File: config.mk
export PLATFORM = sky130hd
export DESIGN_NAME = midi_bank_and_parameter_merger
export DESIGN_NICKNAME = d
export VERILOG_FILES = /design/src/design/mbpm_pkg.sv /design/src/design/mbpm_front.sv /design/src/design/mbpm_back.sv /design/src/design/midi_bank_and_parameter_merger.sv
export SDC_FILE = /design/constraint.sdc
export NUM_CORES = 2
export LEC_CHECK = 0
export ABC_CLOCK_PERIOD_IN_PS = 4500
export BUFFER_PORTS_ARGS = -buffer_cell sky130_fd_sc_hd__clkbuf_2
export CELL_PAD_IN_SITES_DETAIL_PLACEMENT = 1
export CELL_PAD_IN_SITES_GLOBAL_PLACEMENT = 1
export CORE_UTILIZATION = 51
export CTS_CLUSTER_DIAMETER = 150
export CTS_CLUSTER_SIZE = 12
export DETAILED_ROUTE_END_ITERATION = 10
export PLACE_DENSITY_LB_ADDON = 0.1
export SLEW_MARGIN = 20
export SYNTH_ARGS = -nofsm -noshare
export SYNTH_HDL_FRONTEND = slang
export SYNTH_SLANG_ARGS = --single-unit
File: constraint.sdc
create_clock -name clk -period 4.5 [get_ports clk]
set_input_delay 0.9 -clock clk [delete_from_list [all_inputs] [get_ports clk]]
set_output_delay 0.9 -clock clk [all_outputs]
set_load 0.05 [all_outputs]
File: src/design/mbpm_pkg.sv
`timescale 1ns / 1ps

package mbpm_pkg;

    localparam int CHANNELS = 16;
    localparam int IDX_W = (CHANNELS > 1) ? $clog2(CHANNELS) : 1;

    localparam logic [1:0] IN_KIND_CC  = 2'd0;
    localparam logic [1:0] IN_KIND_PGM = 2'd1;

    localparam logic [2:0] OUT_KIND_CC    = 3'd0;
    localparam logic [2:0] OUT_KIND_PGM   = 3'd1;
    localparam logic [2:0] OUT_KIND_OTHER = 3'd2;
    localparam logic [2:0] OUT_KIND_RPN   = 3'd3;
    localparam logic [2:0] OUT_KIND_NRPN  = 3'd4;

    localparam logic [7:0] CC_BANK_HIGH  = 8'd0;
    localparam logic [7:0] CC_BANK_LOW   = 8'd32;
    localparam logic [7:0] CC_RPN_HIGH   = 8'd101;
    localparam logic [7:0] CC_RPN_LOW    = 8'd100;
    localparam logic [7:0] CC_NRPN_HIGH  = 8'd99;
    localparam logic [7:0] CC_NRPN_LOW   = 8'd98;
    localparam logic [7:0] CC_DATA_ENTRY = 8'd6;

    typedef enum logic [3:0] {
        OP_PASS,
        OP_BANK_HIGH,
        OP_BANK_LOW,
        OP_RPN_HIGH,
        OP_RPN_LOW,
        OP_NRPN_HIGH,
        OP_NRPN_LOW,
        OP_DATA,
        OP_PGM
    } op_t;

    typedef struct packed {
        op_t              op;
        logic             ok;
        logic [IDX_W-1:0] idx;
        logic [2:0]       kind;
        logic [4:0]       channel;
        logic [7:0]       key;
        logic [6:0]       value;
    } cmd_t;

    typedef struct packed {
        logic valid;
        cmd_t cmd;
    } cmd_chan_t;

    typedef struct packed {
        logic [2:0]  kind;
        logic [4:0]  channel;
        logic [21:0] key;
        logic [6:0]  value;
    } res_t;

endpackage

File: src/design/mbpm_front.sv
`timescale 1ns / 1ps

module mbpm_front (
    input  logic                clk,
    input  logic                rst_n,
    input  logic                push,
    output logic                full,
    input  logic [1:0]          event_kind,
    input  logic [4:0]          channel,
    input  logic [7:0]          key,
    input  logic [6:0]          value,
    output mbpm_pkg::cmd_chan_t cmd_out,
    input  logic                cmd_pop
);
    import mbpm_pkg::*;

    cmd_t       cmd_in;
    cmd_t       mem_reg [2];
    logic       wr_ptr_reg;
    logic       wr_ptr_next;
    logic       rd_ptr_reg;
    logic       rd_ptr_next;
    logic [1:0] count_reg;
    logic [1:0] count_next;
    logic       do_push;
    logic [4:0] idx_wide;

    always_comb
    begin
        cmd_in.ok      = (channel >= 5'd1) && ({27'd0, channel} <= CHANNELS);
        idx_wide       = channel - 5'd1;
        cmd_in.idx     = cmd_in.ok ? idx_wide[IDX_W-1:0] : '0;
        cmd_in.channel = channel;
        cmd_in.key     = key;
        cmd_in.value   = value;
        cmd_in.op      = OP_PASS;
        cmd_in.kind    = OUT_KIND_OTHER;
        case (event_kind)
            IN_KIND_CC:
            begin
                cmd_in.kind = OUT_KIND_CC;
                case (key)
                    CC_BANK_HIGH:  cmd_in.op = OP_BANK_HIGH;
                    CC_BANK_LOW:   cmd_in.op = OP_BANK_LOW;
                    CC_RPN_HIGH:   cmd_in.op = OP_RPN_HIGH;
                    CC_RPN_LOW:    cmd_in.op = OP_RPN_LOW;
                    CC_NRPN_HIGH:  cmd_in.op = OP_NRPN_HIGH;
                    CC_NRPN_LOW:   cmd_in.op = OP_NRPN_LOW;
                    CC_DATA_ENTRY: cmd_in.op = OP_DATA;
                    default:       cmd_in.op = OP_PASS;
                endcase
            end
            IN_KIND_PGM:
            begin
                cmd_in.kind = OUT_KIND_PGM;
                cmd_in.op   = OP_PGM;
            end
            default:
            begin
                cmd_in.kind = OUT_KIND_OTHER;
                cmd_in.op   = OP_PASS;
            end
        endcase
    end

    assign full    = (count_reg == 2'd2);
    assign do_push = push && !full;

    always_comb
    begin
        wr_ptr_next = do_push ? ~wr_ptr_reg : wr_ptr_reg;
        rd_ptr_next = cmd_pop ? ~rd_ptr_reg : rd_ptr_reg;
        count_next  = count_reg + {1'b0, do_push} - {1'b0, cmd_pop};
    end

    always_ff @(posedge clk or negedge rst_n)
    begin
        if (!rst_n)
        begin
            wr_ptr_reg <= 1'b0;
            rd_ptr_reg <= 1'b0;
            count_reg  <= 2'd0;
        end
        else
        begin
            wr_ptr_reg <= wr_ptr_next;
            rd_ptr_reg <= rd_ptr_next;
            count_reg  <= count_next;
        end
    end

    always_ff @(posedge clk)
    begin
        if (do_push)
        begin
            mem_reg[wr_ptr_reg] <= cmd_in;
        end
    end

    assign cmd_out.valid = (count_reg != 2'd0);
    assign cmd_out.cmd   = mem_reg[rd_ptr_reg];

endmodule

File: src/design/mbpm_back.sv
`timescale 1ns / 1ps

module mbpm_back (
    input  logic                clk,
    input  logic                rst_n,
    input  mbpm_pkg::cmd_chan_t cmd_in,
    output logic                cmd_pop,
    output logic                empty,
    input  logic                pop,
    output logic [2:0]          out_kind,
    output logic [4:0]          out_channel,
    output logic [21:0]         out_key,
    output logic [6:0]          out_value
);
    import mbpm_pkg::*;

    logic [6:0] bank_high_reg   [CHANNELS];
    logic [6:0] bank_low_reg    [CHANNELS];
    logic [6:0] rpn_high_reg    [CHANNELS];
    logic [6:0] rpn_low_reg     [CHANNELS];
    logic [6:0] nrpn_high_reg   [CHANNELS];
    logic [6:0] nrpn_low_reg    [CHANNELS];
    logic       rpn_sel_reg;

    cmd_t       cmd;
    logic       swallow;
    logic       res_full;
    logic       res_push;
    logic       res_pop;
    res_t       res_in;
    logic [6:0] rd_bank_high;
    logic [6:0] rd_bank_low;
    logic [6:0] rd_par_high;
    logic [6:0] rd_par_low;
    logic [6:0] prog;

    res_t       mem_reg [2];
    logic       wr_ptr_reg;
    logic       wr_ptr_next;
    logic       rd_ptr_reg;
    logic       rd_ptr_next;
    logic [1:0] count_reg;
    logic [1:0] count_next;

    assign cmd     = cmd_in.cmd;
    assign swallow = (cmd.op != OP_PASS) && (cmd.op != OP_DATA) && (cmd.op != OP_PGM);
    assign cmd_pop = cmd_in.valid && (swallow || !res_full);
    assign res_push = cmd_pop && !swallow;

    always_comb
    begin
        rd_bank_high = cmd.ok ? bank_high_reg[cmd.idx] : 7'd0;
        rd_bank_low  = cmd.ok ? bank_low_reg[cmd.idx] : 7'd0;
        if (rpn_sel_reg)
        begin
            rd_par_high = cmd.ok ? rpn_high_reg[cmd.idx] : 7'd0;
            rd_par_low  = cmd.ok ? rpn_low_reg[cmd.idx] : 7'd0;
        end
        else
        begin
            rd_par_high = cmd.ok ? nrpn_high_reg[cmd.idx] : 7'd0;
            rd_par_low  = cmd.ok ? nrpn_low_reg[cmd.idx] : 7'd0;
        end
        prog           = cmd.key[6:0] - 7'd1;
        res_in.channel = cmd.channel;
        res_in.value   = cmd.value;
        res_in.kind    = cmd.kind;
        res_in.key     = {14'd0, cmd.key};
        case (cmd.op)
            OP_DATA:
            begin
                res_in.kind = rpn_sel_reg ? OUT_KIND_RPN : OUT_KIND_NRPN;
                res_in.key  = {8'd0, rd_par_high, rd_par_low};
            end
            OP_PGM:
            begin
                res_in.key = {1'b0, rd_bank_high, rd_bank_low, prog} + 22'd1;
            end
            default:
            begin
                res_in.kind = cmd.kind;
            end
        endcase
    end

    always_ff @(posedge clk or negedge rst_n)
    begin
        if (!rst_n)
        begin
            for (int i = 0; i < CHANNELS; i++)
            begin
                bank_high_reg[i] <= 7'd0;
                bank_low_reg[i]  <= 7'd0;
                rpn_high_reg[i]  <= 7'd0;
                rpn_low_reg[i]   <= 7'd0;
                nrpn_high_reg[i] <= 7'd0;
                nrpn_low_reg[i]  <= 7'd0;
            end
            rpn_sel_reg <= 1'b0;
        end
        else if (cmd_pop)
        begin
            case (cmd.op)
                OP_BANK_HIGH:
                begin
                    if (cmd.ok) bank_high_reg[cmd.idx] <= cmd.value;
                end
                OP_BANK_LOW:
                begin
                    if (cmd.ok) bank_low_reg[cmd.idx] <= cmd.value;
                end
                OP_RPN_HIGH:
                begin
                    if (cmd.ok) rpn_high_reg[cmd.idx] <= cmd.value;
                    rpn_sel_reg <= 1'b1;
                end
                OP_RPN_LOW:
                begin
                    if (cmd.ok) rpn_low_reg[cmd.idx] <= cmd.value;
                    rpn_sel_reg <= 1'b1;
                end
                OP_NRPN_HIGH:
                begin
                    if (cmd.ok) nrpn_high_reg[cmd.idx] <= cmd.value;
                    rpn_sel_reg <= 1'b0;
                end
                OP_NRPN_LOW:
                begin
                    if (cmd.ok) nrpn_low_reg[cmd.idx] <= cmd.value;
                    rpn_sel_reg <= 1'b0;
                end
                default:
                begin
                    rpn_sel_reg <= rpn_sel_reg;
                end
            endcase
        end
    end

    assign res_full = (count_reg == 2'd2);
    assign empty    = (count_reg == 2'd0);
    assign res_pop  = pop && !empty;

    always_comb
    begin
        wr_ptr_next = res_push ? ~wr_ptr_reg : wr_ptr_reg;
        rd_ptr_next = res_pop ? ~rd_ptr_reg : rd_ptr_reg;
        count_next  = count_reg + {1'b0, res_push} - {1'b0, res_pop};
    end

    always_ff @(posedge clk or negedge rst_n)
    begin
        if (!rst_n)
        begin
            wr_ptr_reg <= 1'b0;
            rd_ptr_reg <= 1'b0;
            count_reg  <= 2'd0;
        end
        else
        begin
            wr_ptr_reg <= wr_ptr_next;
            rd_ptr_reg <= rd_ptr_next;
            count_reg  <= count_next;
        end
    end

    always_ff @(posedge clk)
    begin
        if (res_push)
        begin
            mem_reg[wr_ptr_reg] <= res_in;
        end
    end

    assign out_kind    = mem_reg[rd_ptr_reg].kind;
    assign out_channel = mem_reg[rd_ptr_reg].channel;
    assign out_key     = mem_reg[rd_ptr_reg].key;
    assign out_value   = mem_reg[rd_ptr_reg].value;

endmodule

File: src/design/midi_bank_and_parameter_merger.sv
// An event is held in a two-entry front command queue and its result in a two-entry back
// result queue, where it is visible. Throughput: one event per cycle while the result queue
// has room, set by the single execute stage that reads and writes the per-channel stores.
// Controller events that only select a bank or parameter produce no result.
// Reset is asynchronous and active low; it empties both queues and clears all
// per-channel stores and the parameter select flag to zero.
`timescale 1ns / 1ps

module midi_bank_and_parameter_merger (
    input  logic        clk,
    input  logic        rst_n,
    input  logic        push,
    output logic        full,
    input  logic [1:0]  event_kind,
    input  logic [4:0]  channel,
    input  logic [7:0]  key,
    input  logic [6:0]  value,
    output logic        empty,
    input  logic        pop,
    output logic [2:0]  out_kind,
    output logic [4:0]  out_channel,
    output logic [21:0] out_key,
    output logic [6:0]  out_value
);
    import mbpm_pkg::*;

    cmd_chan_t cmd;
    logic      cmd_pop;

    mbpm_front u_front (
        .clk        (clk),
        .rst_n      (rst_n),
        .push       (push),
        .full       (full),
        .event_kind (event_kind),
        .channel    (channel),
        .key        (key),
        .value      (value),
        .cmd_out    (cmd),
        .cmd_pop    (cmd_pop)
    );

    mbpm_back u_back (
        .clk         (clk),
        .rst_n       (rst_n),
        .cmd_in      (cmd),
        .cmd_pop     (cmd_pop),
        .empty       (empty),
        .pop         (pop),
        .out_kind    (out_kind),
        .out_channel (out_channel),
        .out_key     (out_key),
        .out_value   (out_value)
    );

    a_pop_needs_valid: assert property (@(posedge clk) disable iff (!rst_n)
        cmd_pop |-> cmd.valid)
        else $error("command taken from an empty internal queue");

    a_empty_holds: assert property (@(posedge clk) disable iff (!rst_n)
        (empty && !cmd_pop) |=> empty)
        else $error("result appeared without an executed command");

    a_cmd_holds_off: assert property (@(posedge clk) disable iff (!rst_n)
        (!cmd.valid && !(push && !full)) |=> !cmd.valid)
        else $error("command appeared without an input transfer");

endmodule
==> impl_metrics.env <==
export IMPL_run_status="completed"
export IMPL_hold_class="input pin to async pin"
export IMPL_yosysSeqAreaShare_pct=58.8
export IMPL_use_met2_pct=53.2
export IMPL_vias=26600
export IMPL_finalNetCount=3363
export IMPL_cts_tree="done"
export IMPL_startpoint_type="flip-flop"
export IMPL_start_util_pct=51.8
export IMPL_dieArea_um2=71300
export IMPL_period_share_pct=91.2
export IMPL_ys_types=68
export IMPL_num_antenna_cells=0
export IMPL_dieWidth_um=267
export IMPL_cts_clk_slew_worst_paths_ns=0.06
export IMPL_worstSetupPathType="flip-flop to flip-flop"
export IMPL_gp_congestion=0.945
export IMPL_grt_pass1_vias=28400
export IMPL_hpwl_um=74200
export IMPL_drt_iter0_drc=2132
export IMPL_synth_top_family_by_area="compound AO/OA/AOI/OAI gates"
export IMPL_final_min_clock_period_ns=4.10
export IMPL_setup_tns_ns=0
export IMPL_drt_first_pass_iters=5
export IMPL_final_cell_area_um2=39600
export IMPL_antenna_left=0
export IMPL_num_rows=96
export IMPL_viasPerCell=6.22
export IMPL_grt_pass1_wl_um=172000
export IMPL_wirelength_um=111000
export IMPL_grt_start_max_net_pins=98
export IMPL_synth_seq_cells=815
export IMPL_fp_dieH_um=267
export IMPL_postCtsHoldBufs=0
export IMPL_holdWs_ns=0.278
export IMPL_worstMarginPinSlew_ns=1.10
export IMPL_slew_violations=0
export IMPL_synth_fa_ha_area_share_pct=0.245
export IMPL_synth_xor_area_share_pct=0.514
export IMPL_ioPinCount=65
export IMPL_mostFrequentLayoutCell="dfrtp_1"
export IMPL_overflow=0
export IMPL_clk_path_buf_depth=3
export IMPL_avgSynthCellArea_um2=10.8
export IMPL_setup_viol=0
export IMPL_fin_skew_ns=0.0166
export IMPL_met1_usage_pct=43.3
export IMPL_slew_limit_headroom_pct=24.9
export IMPL_synthCells=3323
export IMPL_antenna_found_initial=0
export IMPL_synth_edf_count=134
export IMPL_ys_warn_count=0
export IMPL_wl_per_cell_um=25.9
export IMPL_cts_root_buf="clkbuf_16"
export IMPL_synth_area_um2=35800
export IMPL_layout_common_cells="dfrtp_1, nand2_1, o21ai_0, nor2_1, a21oi_1"
export IMPL_hold_violations=0
export IMPL_p_leak_uw=0.0170
export IMPL_cts_setup_buffers=0
export IMPL_syn_num_nets=3356
export IMPL_cts_htree_levels=3
export IMPL_drc=0
export IMPL_cp_arrival_ns=4.53
export IMPL_cts_resized_gates=0
export IMPL_synth_compound_area_share_pct=13.8
export IMPL_grt_busiest_layer="met2"
export IMPL_cts_num_sinks=815
export IMPL_cp_required_ns=4.92
export IMPL_drive_gt1_share_pct=14.8
export IMPL_peakVddDrop_v=0.000491
export IMPL_fmax_mhz=244
export IMPL_clock_latency_ns=0.63
export IMPL_grtUsageTotal_pct=32.0
export IMPL_power_density_nw_per_um2=677
export IMPL_path_max_fanout=26
export IMPL_met3_usage_pct=5.16
export IMPL_synth_async_sr_flop_share_pct=83.6
export IMPL_cts_buffers_inserted=77
export IMPL_core_um2=69100
export IMPL_dpl_instance_area_um2=37500
export IMPL_yosys_area_share_simple_pct=12.3
export IMPL_synth_ff_type="dfrtp_1"
export IMPL_end_kind="flip-flop"
export IMPL_port_buffers=64
export IMPL_rsz0062_at_grt="false"
export IMPL_syn_to_final_growth_pct=10.7
export IMPL_maxCapViolations=0
export IMPL_synthMuxAreaShare_pct=11.0
## where the power goes
part | switching [uW] | internal [uW] | total, uW | leakage, uW
combinational | 6560 | 3500 | 10100 | 0.00536
sequential | 1190 | 9630 | 10800 | 0.0106
clock | 2750 | 3230 | 5980 | 0.00104
## synthesized netlist by cell type (43+ instances only)
| cell type | n | area [um^2] |
|---|---|---|
| o21ai_0 | 422 | 2110 |
| edfxtp_1 | 134 | 4020 |
| a21oi_1 | 317 | 1590 |
| nor3_1 | 47 | 235 |
| mux4_2 | 129 | 2910 |
| dfrtp_1 | 681 | 17000 |
| a21o_1 | 43 | 323 |
| clkbuf_1 | 215 | 807 |
| o22ai_1 | 77 | 482 |
| nor2_1 | 361 | 1360 |
| nand2_1 | 546 | 2050 |
| mux2_2 | 51 | 574 |
## worst max-delay path, cell delays in order, from the launching register on
cell and delay, ns:
dfrtp_2 0.79, mux2i_2 0.72, mux2_2 0.44, a221o_1 0.43, nor4_4 0.44, nand3_2 0.22, or4_1 0.55, a21oi_1 0.28
## through the flow
step / worst slack (ns) / util, % / power (uW) / cells
floorplan: 0.435 / - / 17100 / 3323
global placement: 0.588 / 54.3 / 20300 / 4182
detailed placement: 0.536 / 54.3 / 20800 / 4182
CTS: 0.480 / 57.4 / 26900 / 4283
global route: 0.179 / 57.4 / 28000 / 4283
finish: 0.396 / 57.4 / 26800 / 4283
## layout make-up
class,instances,area (um^2)
clock buffers,98,2090
clock inverters,3,37.5
fillers,7299,29400
inverters,20,75.1
multi-input cells,2222,13700
flip-flops and latches,815,21100
well taps,931,1160
repair buffers,194,1530
## path summary, 6_finish.rpt
| path | from | endpoint | slack, ns | cells past startpoint |
|---|---|---|---|---|
| max reg2reg | u_front.rd_ptr_reg | u_back.mem_reg[1][24] | 0.40 | 7 |
| min reg2reg | u_back.bank_low_reg[98] | u_back.bank_low_reg[98] | 0.48 | 2 |
| max | u_front.rd_ptr_reg | u_back.mem_reg[1][24] | 0.40 | 7 |
| min | rst_n | u_front.wr_ptr_reg | 0.28 | 1 |
| max in group asynchronous | rst_n | u_back.bank_high_reg[6] | 3.06 | 2 |
| min in group clk | value[6] | u_front.mem_reg[0][6] | 0.47 | 1 |
## kinds of logic after synthesis
kind of cell | count (synthesis)
buffers and inverters | 286
XOR/XNOR | 21
adder cells (fa/ha/maj) | 7
flip-flops | 815
AND/OR/NAND/NOR | 1063
multiplexers | 222
AO/OA/AOI/OAI | 909
## metal layers
layer	vias up	wire length, um
li1	11700	-
met1	14100	47000
met2	720	54400
met3	187	6120
met4	0	3240
met5	-	0
No activity file was read; power rests on OpenSTA's default activity.
